--- config.mk ---
export PLATFORM = sky130hd
export DESIGN_NAME = x86_64_memory_operand_encoder_top
export DESIGN_NICKNAME = d
export VERILOG_FILES = /design/src/hdl/x86enc_pkg.sv /design/src/hdl/x86enc_front.sv /design/src/hdl/x86enc_queue.sv /design/src/hdl/x86enc_back.sv /design/src/hdl/x86_64_memory_operand_encoder_top.sv
export SDC_FILE = /design/constraint.sdc
export NUM_CORES = 1
export LEC_CHECK = 0
export BUFFER_PORTS_ARGS = -buffer_cell sky130_fd_sc_hd__buf_2
export CORE_UTILIZATION = 35
export CTS_BUF_LIST = sky130_fd_sc_hd__clkbuf_2
export DETAILED_ROUTE_END_ITERATION = 8
export PLACE_DENSITY_LB_ADDON = 0.3
export SETUP_SLACK_MARGIN = 0.4
export SLEW_MARGIN = 20
export SYNTH_ARGS = -nofsm -noshare
export SYNTH_HDL_FRONTEND = slang
export SYNTH_SLANG_ARGS = --single-unit
--- constraint.sdc ---
create_clock -name clock -period 5.5 [get_ports clock]
set_input_delay 1.1 -clock clock [delete_from_list [all_inputs] [get_ports clock]]
set_output_delay 1.1 -clock clock [all_outputs]
set_load 0.01 [all_outputs]
--- src/hdl/x86enc_pkg.sv ---
// shared types and constants for the x86-64 memory operand encoder
// no dependencies; imported by every module of the block

package x86enc_pkg;

   localparam int MaxBytes = 9;
   localparam int LenW     = 4;

   // action codes
   localparam logic [1:0] ACT_STORE = 2'd0;
   localparam logic [1:0] ACT_LOAD  = 2'd1;
   localparam logic [1:0] ACT_MOVZX = 2'd2;
   localparam logic [1:0] ACT_NONE  = 2'd3;

   // encoding bytes
   localparam logic [7:0] REX_W       = 8'h48;
   localparam logic [7:0] REX_R       = 8'h04;
   localparam logic [7:0] REX_B       = 8'h01;
   localparam logic [7:0] MOD_DISP8   = 8'h40;
   localparam logic [7:0] MOD_DISP32  = 8'h80;
   localparam logic [7:0] SIB_NOINDEX = 8'h24;
   localparam logic [7:0] OP_STORE    = 8'h89;
   localparam logic [7:0] OP_LOAD     = 8'h8B;
   localparam logic [7:0] OP_ESC      = 8'h0F;
   localparam logic [7:0] OP_MOVZX    = 8'hB7;
   localparam logic [2:0] RM_SIB      = 3'd4;

   typedef struct packed {
      logic [1:0]  action;
      logic [3:0]  data_reg;
      logic [3:0]  base_reg;
      logic [31:0] displacement;
   } req_type;

   typedef struct packed {
      logic [7:0] out_byte;
      logic       last;
   } rsp_type;

   // one classified instruction waiting for serialisation
   typedef struct packed {
      logic [0:MaxBytes-1][7:0] bytes;
      logic [LenW-1:0]          len;
   } instr_type;

endpackage

--- src/hdl/x86enc_front.sv ---
// front end: takes a request and builds the complete byte image of the instruction
// depends on x86enc_pkg

module x86enc_front
   import x86enc_pkg::*;
(
   input  logic      accept,
   input  req_type   req,
   output logic      push,
   output instr_type instr
);

   logic            short_disp;
   logic [LenW-1:0] pos;
   logic [7:0]      rex;
   logic [7:0]      modrm;

   // fits in a signed byte when bits 31..7 are all equal
   assign short_disp = (req.displacement[31:7] == '0) || (req.displacement[31:7] == '1);

   assign push = accept && (req.action != ACT_NONE);

   always_comb begin
      rex   = REX_W | (req.data_reg[3] ? REX_R : 8'h00) | (req.base_reg[3] ? REX_B : 8'h00);
      modrm = (short_disp ? MOD_DISP8 : MOD_DISP32)
              | {2'b00, req.data_reg[2:0], req.base_reg[2:0]};
      instr.bytes = '0;
      instr.bytes[0] = rex;
      pos = LenW'(1);
      unique case (req.action)
         ACT_STORE: begin
            instr.bytes[pos] = OP_STORE;
            pos = pos + LenW'(1);
         end
         ACT_LOAD: begin
            instr.bytes[pos] = OP_LOAD;
            pos = pos + LenW'(1);
         end
         default: begin
            instr.bytes[pos] = OP_ESC;
            instr.bytes[pos + LenW'(1)] = OP_MOVZX;
            pos = pos + LenW'(2);
         end
      endcase
      instr.bytes[pos] = modrm;
      pos = pos + LenW'(1);
      if (req.base_reg[2:0] == RM_SIB) begin
         instr.bytes[pos] = SIB_NOINDEX;
         pos = pos + LenW'(1);
      end
      if (short_disp) begin
         instr.bytes[pos] = req.displacement[7:0];
         pos = pos + LenW'(1);
      end else begin
         instr.bytes[pos]             = req.displacement[7:0];
         instr.bytes[pos + LenW'(1)]  = req.displacement[15:8];
         instr.bytes[pos + LenW'(2)]  = req.displacement[23:16];
         instr.bytes[pos + LenW'(3)]  = req.displacement[31:24];
         pos = pos + LenW'(4);
      end
      instr.len = pos;
   end

endmodule

--- src/hdl/x86enc_queue.sv ---
// small fifo of classified instructions between front and back end
// depends on x86enc_pkg

module x86enc_queue
   import x86enc_pkg::*;
#(
   parameter int DEPTH = 2
) (
   input  logic      clock,
   input  logic      reset,
   input  logic      push,
   input  instr_type push_data,
   input  logic      pop,
   output instr_type pop_data,
   output logic      empty,
   output logic      full
);

   localparam int PtrW = (DEPTH > 1) ? $clog2(DEPTH) : 1;
   localparam int CntW = $clog2(DEPTH + 1);

   instr_type           storage_ff [DEPTH];
   logic [PtrW-1:0]     wr_ptr_ff, wr_ptr_in;
   logic [PtrW-1:0]     rd_ptr_ff, rd_ptr_in;
   logic [CntW-1:0]     count_ff, count_in;

   assign empty    = (count_ff == '0);
   assign full     = (count_ff == CntW'(DEPTH));
   assign pop_data = storage_ff[rd_ptr_ff];

   always_comb begin
      wr_ptr_in = wr_ptr_ff;
      rd_ptr_in = rd_ptr_ff;
      count_in  = count_ff;
      if (push) begin
         wr_ptr_in = (wr_ptr_ff == PtrW'(DEPTH - 1)) ? '0 : wr_ptr_ff + PtrW'(1);
      end
      if (pop) begin
         rd_ptr_in = (rd_ptr_ff == PtrW'(DEPTH - 1)) ? '0 : rd_ptr_ff + PtrW'(1);
      end
      if (push && !pop) begin
         count_in = count_ff + CntW'(1);
      end else if (pop && !push) begin
         count_in = count_ff - CntW'(1);
      end
   end

   always_ff @(posedge clock) begin
      if (reset) begin
         wr_ptr_ff <= '0;
         rd_ptr_ff <= '0;
         count_ff  <= '0;
      end else begin
         wr_ptr_ff <= wr_ptr_in;
         rd_ptr_ff <= rd_ptr_in;
         count_ff  <= count_in;
      end
   end

   always_ff @(posedge clock) begin
      if (push) begin
         storage_ff[wr_ptr_ff] <= push_data;
      end
   end

endmodule

--- src/hdl/x86enc_back.sv ---
// back end: serialises one queued instruction a byte per cycle onto the result port
// depends on x86enc_pkg

module x86enc_back
   import x86enc_pkg::*;
(
   input  logic      clock,
   input  logic      reset,
   input  logic      empty,
   input  instr_type head,
   output logic      pop,
   output logic      rsp_strobe,
   output rsp_type   rsp_payload
);

   instr_type       cur_ff, cur_in;
   logic [LenW-1:0] idx_ff, idx_in;
   logic            active_ff, active_in;
   logic            strobe_ff, strobe_in;
   rsp_type         payload_ff, payload_in;
   logic            at_last;

   assign at_last = active_ff && (idx_ff == cur_ff.len - LenW'(1));
   // next instruction is loaded on the final byte so instructions run back to back
   assign pop     = !empty && (!active_ff || at_last);

   always_comb begin
      cur_in     = cur_ff;
      idx_in     = idx_ff;
      active_in  = active_ff;
      strobe_in  = active_ff;
      payload_in = payload_ff;
      if (active_ff) begin
         payload_in.out_byte = cur_ff.bytes[idx_ff];
         payload_in.last     = at_last;
         idx_in              = idx_ff + LenW'(1);
      end
      if (pop) begin
         cur_in    = head;
         idx_in    = '0;
         active_in = 1'b1;
      end else if (at_last) begin
         active_in = 1'b0;
      end
   end

   always_ff @(posedge clock) begin
      if (reset) begin
         active_ff <= 1'b0;
         strobe_ff <= 1'b0;
         idx_ff    <= '0;
      end else begin
         active_ff <= active_in;
         strobe_ff <= strobe_in;
         idx_ff    <= idx_in;
      end
   end

   always_ff @(posedge clock) begin
      cur_ff     <= cur_in;
      payload_ff <= payload_in;
   end

   assign rsp_strobe  = strobe_ff;
   assign rsp_payload = payload_ff;

endmodule

--- src/hdl/x86_64_memory_operand_encoder_top.sv ---
// top level of the x86-64 memory operand encoder
// depends on x86enc_pkg, x86enc_front, x86enc_queue and x86enc_back

// A request (action, data register, base register, displacement) is taken at a
// clock edge where start is high and busy is low. It is encoded as REX.W, opcode,
// ModRM, optional SIB and an 8- or 32-bit displacement, and the bytes leave on
// rsp_payload one per cycle with rsp_strobe high, the final byte carrying last.
// The receiver cannot stall: every strobed byte must be taken in that cycle.
// An instruction is 4 to 9 bytes long, serialised by the byte-wide back end; the
// first byte passes through the queue, the back end's instruction register and
// its output register, and queued instructions leave without gaps. Requests
// queue in a QUEUE_DEPTH-entry fifo; busy is high while it is full. Action code 3
// is accepted and produces no bytes.

module x86_64_memory_operand_encoder_top
   import x86enc_pkg::*;
#(
   parameter int QUEUE_DEPTH = 2
) (
   input  logic    clock,
   input  logic    reset,
   input  logic    start,
   output logic    busy,
   input  req_type req_payload,
   output logic    rsp_strobe,
   output rsp_type rsp_payload
);

   logic      accept;
   logic      push;
   logic      pop;
   logic      empty;
   logic      full;
   instr_type instr;
   instr_type head;

   assign busy   = full;
   assign accept = start && !busy;

   x86enc_front u_front (
      .accept (accept),
      .req    (req_payload),
      .push   (push),
      .instr  (instr)
   );

   x86enc_queue #(
      .DEPTH (QUEUE_DEPTH)
   ) u_queue (
      .clock     (clock),
      .reset     (reset),
      .push      (push),
      .push_data (instr),
      .pop       (pop),
      .pop_data  (head),
      .empty     (empty),
      .full      (full)
   );

   x86enc_back u_back (
      .clock       (clock),
      .reset       (reset),
      .empty       (empty),
      .head        (head),
      .pop         (pop),
      .rsp_strobe  (rsp_strobe),
      .rsp_payload (rsp_payload)
   );

endmodule

==> flow_summary_export.csv, run 1 <==
group,metric,value,unit
sta,clock-skew-final,0.0737,ns
global_routing,grt-ovfl-total,0,
drt,drtIter0Drc,452,
die,fp.dieH,179,um
min_path,hold_class,"register to register",
power_and_ir_drop,intPower,3.52,mW
drt,drc,16,
clocking,postCtsSetupBuffers,0,
drt,drtPass1Iterations,6,
die,die_area,32100,um^2
worst_setup_path,crit_family,"flip-flops",
global_routing,grt_pass1_wl,37.8,mm
worst_setup_path,cp.arrival,4.04,ns
synth,synth-seq-area-share,0.666,
drt,vias,6492,
worst_setup_path,cp-end-kind,"register",
die,rows,64,
placed_design,place_congestion,0.798,
power_and_ir_drop,p_clk_frac,0.216,
sta,relSlewSlack,0.311,
clocking,numCtsBuffers,61,
clocking,cts_tree,"built",
sta,final-hold-violation-count,0,
final_layout,fin_nets,859,
final_layout,drive_above_1_share,0.309,
clocking,clockBufferDepth,3,
sta,maxSlewViolCount,0,
clocking,holdBufCountCts,0,
sta,fin_crit,3.51,ns
placed_design,dp_hpwl,15.7,mm
synth,synth_fp_nets,777,
min_path,min_from,"u_queue.count_ff[1]$_SDFFE_PP0P_",
outcome,status,"finished, violations left",
worst_setup_path,crit_path_cell_trace,"xor3_1, or3_1, o21ai_1, and2_4, buf_12",
power_and_ir_drop,powerDensity,416,nW/um^2
sta,max_freq,0.285,GHz
drt,wl_per_cell,20.5,um
drt,via_per_inst,5.24,
final_layout,design_area,12200,um^2
power_and_ir_drop,p_leak,4.32,nW
worst_setup_path,crit_type,"register to register",
sta,fin_ws,1.99,ns
global_routing,grt_pass1_vias,6311,
synth,synth_area,11000,um^2
clocking,insertion_delay,0.89,ns
sta,whs,0.510,ns
placed_design,port_buffers,55,
clocking,cts.clk_slew.worst_paths,0.11,ns
synth,ys.warnings.count,0,
sta,worst_slew_pin_slew,1.03,ns
sta,period_share,0.638,
synth,async_flop_share,0,
power_and_ir_drop,pwr-share-comb,0.238,
clocking,htreeDepth,2,
synth,synth.avg_cell_area,15.2,um^2
synth,syn_inst,724,
worst_setup_path,crit_start,"u_back.idx_ff[2]$_SDFFE_PP0P_",
die,ios,56,
die,coreArea,30700,um^2
drt,final_antenna_net_count,0,
clocking,cts_sinks,247,
worst_setup_path,max_stage_delay,1.01,ns
die,chipWidth,179,um
power_and_ir_drop,swShare,0.305,
sta,totalNegativeSetupSlack,0,ns
worst_setup_path,crit_buf_inv,1,
worst_setup_path,cpMaxStageDelayCell,"dfxtp_1",
synth,synth.distinct_cells,48,
global_routing,grt_use_total,0.160,
placed_design,placement.cell_area,11700,um^2
synth,synthFlopType,"edfxtp_1",
final_layout,area_growth,11.0,%
global_routing,grt_max_degree,77,
worst_setup_path,required,6.03,ns
clocking,ctsResizeCount,0,
worst_setup_path,r2r_start,"u_back.idx_ff[2]$_SDFFE_PP0P_",
power_and_ir_drop,p_seq_frac,0.546,
global_routing,antenna_found_initial,3,
sta,rsz0062_at_grt,"no",
worst_setup_path,cp-start-kind,"register",
synth,synth_edf_count,237,
drt,drt_wl_total,25.4,mm
clocking,root_buffer,"clkbuf_2",
outcome,violations,"DRC",
die,start_util,0.357,
power_and_ir_drop,p_sw,1.54,mW
flow_run,drv_cap,0,
placed_design,pre_cts_ws,1.45,ns
synth,ys_seq_elements,247,
power_and_ir_drop,vdd.ir_drop.worst,0.000157,V
sta,report.final.setup_viol,0,
worst_setup_path,cp_max_fo,41,
==> power by group through the flow <==
stage / Sequential [mW] / Clock (mW) / Combinational [mW]
after floorplan: 2.80 / 0 / 0.810
after global placement: 2.80 / 0 / 1.19
after detailed placement: 2.82 / 0 / 1.22
after CTS: 2.78 / 1.15 / 1.22
after global routing: 2.81 / 1.22 / 1.31
final: 2.76 / 1.09 / 1.21
==> flip-flops by register name, indices dropped and copies added (netlist names) <==
register            count
u_back.cur_ff          76
u_back.idx_ff           4
u_queue.rd_ptr_ff       1
u_queue.storage_ff    152
u_back.rsp_payload      9
u_queue.wr_ptr_ff       1
u_queue.count_ff        2
u_back.active_ff        1
u_back.rsp_strobe       1
==> cells in the mapped netlist, drive strengths merged, types with 14 or more instances <==
library cell / count / area (um^2)
edfxtp: 237 / 7120
o21ai: 33 / 165
mux2: 79 / 890
and3: 16 / 100
nand3b: 17 / 128
mux2i: 38 / 380
buf: 14 / 67.6
clkbuf: 36 / 135
nand2: 65 / 244
mux4: 18 / 405
a21oi: 14 / 70.1
inv: 16 / 60.1
==> cells in the final DEF (no fill, tap or decap), drive strengths merged, types with 5 or more instances in the layout <==
| cell | instances |
|---|---|
| edfxtp | 237 |
| mux2 | 79 |
| clkbuf | 77 |
| buf | 69 |
| nand2 | 65 |
| mux2i | 38 |
| o21ai | 33 |
| mux4 | 18 |
| inv | 18 |
| nand3b | 17 |
| and3 | 16 |
| clkinv | 16 |
| a21oi | 14 |
| nor2 | 13 |
| or3 | 11 |
| dfxtp | 10 |
| o211ai | 8 |
| a221o | 8 |
| o211a | 8 |
| a32oi | 8 |
| nor4 | 8 |
| ha | 8 |
| nand4 | 6 |
| xnor2 | 5 |
| nor3 | 5 |
| nor2b | 5 |
==> worst paths after layout <==
kind	endpoint	slack (ns)	cells after the start
max	u_back.cur_ff[36]$_DFFE_PP_	1.99	5
min	u_queue.count_ff[1]$_SDFFE_PP0P_	0.51	2
max reg2reg	u_back.cur_ff[36]$_DFFE_PP_	1.99	5
min reg2reg	u_queue.count_ff[1]$_SDFFE_PP0P_	0.51	2
==> final cells by class <==
cell class | count | area (um^2)
Antenna cell | 3 | 7.51
Inverter | 16 | 60.1
Multi-Input combinational cell | 411 | 3430
Tap cell | 396 | 495
Fill cell | 2919 | 18600
Clock inverter | 19 | 82.6
Sequential cell | 247 | 7320
Clock buffer | 77 | 385
Timing Repair Buffer | 69 | 413
==> worst reg2reg max path, cell delays in order (launching register included) <==
cell and delay [ns]:
dfxtp_1 1.01, xor3_1 0.61, or3_1 0.43, o21ai_1 0.24, and2_4 0.54, buf_12 0.31
==> stage by stage <==
| step | cells | utilization | power (mW) |
|---|---|---|---|
| 4_1_cts | 1234 | 0.396 | 5.14 |
| 3_5_place_dp | 1138 | 0.380 | 4.03 |
| 6_report | 1238 | 0.396 | 5.07 |
| 2_1_floorplan | 724 | - | 3.61 |
| 5_1_grt | 1236 | 0.396 | 5.34 |
| 3_3_place_gp | 1137 | 0.379 | 3.99 |
==> logic make-up (layout without fill, tap and decap cells) <==
logic type      count (synthesis)  in the layout  synth area share
simple gates                  163            163            0.0779
compound gates                 95             95            0.0613
flops                         247            247             0.666
other cells                     0              3                 0
buf+inv                        66            181            0.0239
fa+ha+maj                       8              8           0.00911
mux                           135            135             0.152
xor+xnor                       10             10           0.00934
==> metal layers <==
metal  track usage  up-vias  wire length, um
met2         0.255      156            12200
met4        0.0592        0              563
met1         0.210     3303            11100
met5             0        -                0
met3        0.0428       40             1500
li1              -     2993                -
(Power assumes the default switching activity.)
==> run 2: changes to the inputs <==
==> constraint.sdc (replaced) <==
create_clock -name clock -period 3.2 [get_ports clock]
set_input_delay 0.64 -clock clock [delete_from_list [all_inputs] [get_ports clock]]
set_output_delay 0.64 -clock clock [all_outputs]
set_load 0.01 [all_outputs]
==> run 2 against run 1 <==
- the flow still finishes with violations (DRC)
- first-iteration DRC count rose by 1.8%
- clock skew fell by 0.015 ns
- die area did not move
- cell count rose by 2.0%
- register-to-register slack got worse by 1.5 ns
- maximum frequency rose by 32%
- critical endpoint is now u_queue.count_ff[1]$_SDFFE_PP0P_
==> flow_summary_export.csv, run 2 (same netlist as run 1, synthesis figures left out) <==
group,metric,value,unit
outcome,status,"finished, violations left",
outcome,violations,"DRC",
clocking,cts_tree,"built",
final_layout,largest_reg_flops,152,
drt,drc,4,
die,start_util,0.357,
placed_design,port_buffers,55,
clocking,htreeDepth,2,
worst_setup_path,cp-start-kind,"register",
drt,final_antenna_net_count,0,
drt,via_per_inst,5.22,
worst_setup_path,required,4.00,ns
sta,totalNegativeSetupSlack,0,ns
worst_setup_path,crit_type,"register to register",
final_layout,largest-register,"u_queue.storage_ff",
die,coreArea,30700,um^2
drt,drt_wl_total,26.2,mm
sta,maxSlewViolCount,0,
power_and_ir_drop,powerDensity,713,nW/um^2
final_layout,layout_commonest_cell,"edfxtp_1",
sta,relSlewSlack,0.296,
final_layout,fin_nets,881,
placed_design,place_congestion,0.782,
die,die_area,32100,um^2
worst_setup_path,cp.arrival,3.46,ns
drt,drtIter0Drc,460,
final_layout,drive_above_1_share,0.342,
worst_setup_path,cp_max_fo,4,
drt,vias,6591,
placed_design,dp_hpwl,16.7,mm
clocking,insertion_delay,0.88,ns
die,chipWidth,179,um
clocking,cts_sinks,247,
worst_setup_path,cp-end-kind,"register",
clocking,root_buffer,"clkbuf_2",
global_routing,grt_pass1_wl,39.3,mm
power_and_ir_drop,vdd.ir_drop.worst,0.000325,V
sta,worst_slew_pin_slew,1.06,ns
die,rows,64,
placed_design,pre_cts_ws,0.280,ns
drt,drtPass1Iterations,8,
final_layout,area_growth,13.9,%
sta,report.final.setup_viol,0,
global_routing,antenna_found_initial,1,
clocking,cts.clk_slew.worst_paths,0.10,ns
final_layout,utilization,0.407,
clocking,clockBufferDepth,3,
drt,wl_per_cell,20.8,um
global_routing,grt_pass1_vias,6679,
flow_run,drv_cap,0,
clocking,postCtsSetupBuffers,0,
clocking,numCtsBuffers,61,
die,ios,56,
die,fp.dieH,179,um
sta,max_freq,0.376,GHz
final_layout,layout_common_cells,"237 x edfxtp_1, 91 x clkbuf_2, 79 x mux2_2, 65 x nand2_1, 55 x buf_2",
sta,rsz0062_at_grt,"no",
sta,fin_crit,2.66,ns
sta,clock-skew-final,0.0587,ns
sta,fin_ws,0.539,ns
sta,period_share,0.831,
global_routing,grt_max_degree,77,
global_routing,grt_use_total,0.167,
global_routing,grt-ovfl-total,0,
min_path,hold_class,"input port to register",
sta,final-hold-violation-count,0,
power_and_ir_drop,power,8.92,mW
power_and_ir_drop,p_leak,4.51,nW
run 2: cell types whose count changed in the layout (fill, tap and decap cells not counted), sizes merged:
cell,delta
buf,+19
clkbuf,+15
clkinv,-8
diode,-2
dlygate4sd3,+2
clkinvlp,-1
run 2: timing repair:
action,CTS,global route
hold buffers,2,0
endpoints found under the setup margin,0,76
endpoints found under the hold margin,3,0
gates resized for setup,0,2
run 2: layout make-up:
cell class,instances,area (um^2)
fill,2922,18200
sequential,247,7320
multi-input combinational,411,3450
timing repair buffer,91,688
tap,396,495
clock buffer,91,455
inverter,16,60.1
clock inverter,10,43.8
antenna,1,2.50
run 2: worst paths after layout:
check | slack [ns] | cells past startpoint | from | endpoint
worst min-delay path | 0.12 | 3 | req_payload[39] | u_queue.storage_ff[0][70]$_DFFE_PP_
worst max register to register | 0.54 | 9 | u_back.cur_ff[0]$_DFFE_PP_ | u_queue.count_ff[1]$_SDFFE_PP0P_
worst max-delay path | 0.54 | 9 | u_back.cur_ff[0]$_DFFE_PP_ | u_queue.count_ff[1]$_SDFFE_PP0P_
worst min register to register | 0.51 | 2 | u_queue.count_ff[1]$_SDFFE_PP0P_ | u_queue.count_ff[1]$_SDFFE_PP0P_
run 2: power breakdown:
group / internal, mW / switching, mW
combinational: 0.958 / 1.17
sequential: 4.53 / 0.305
clock: 0.749 / 1.21
total: 6.24 / 2.69
run 2: stage by stage:
step,std cells,hold WS [ns],area [um^2]
after floorplan,724,0.467,11000
after global placement,1158,0.483,12000
after detailed placement,1158,0.489,12000
after CTS,1261,0.0333,12500
after global routing,1263,0.0604,12500
final,1263,0.122,12500
run 2: metal layers:
metal	share of wire	GRT usage
met2	0.48	0.278
met5	0	0
met1	0.45	0.216
met3	0.048	0.0335
met4	0.024	0.0578
run 2: critical path, stage by stage, from the launching register on:
cell	delay, ns
edfxtp_1	0.39
inv_1	0.06
ha_1	0.21
xor3_1	0.38
or3_1	0.44
o21ai_2	0.21
nand2_1	0.12
ha_1	0.32
or3_1	0.35
a21oi_1	0.14
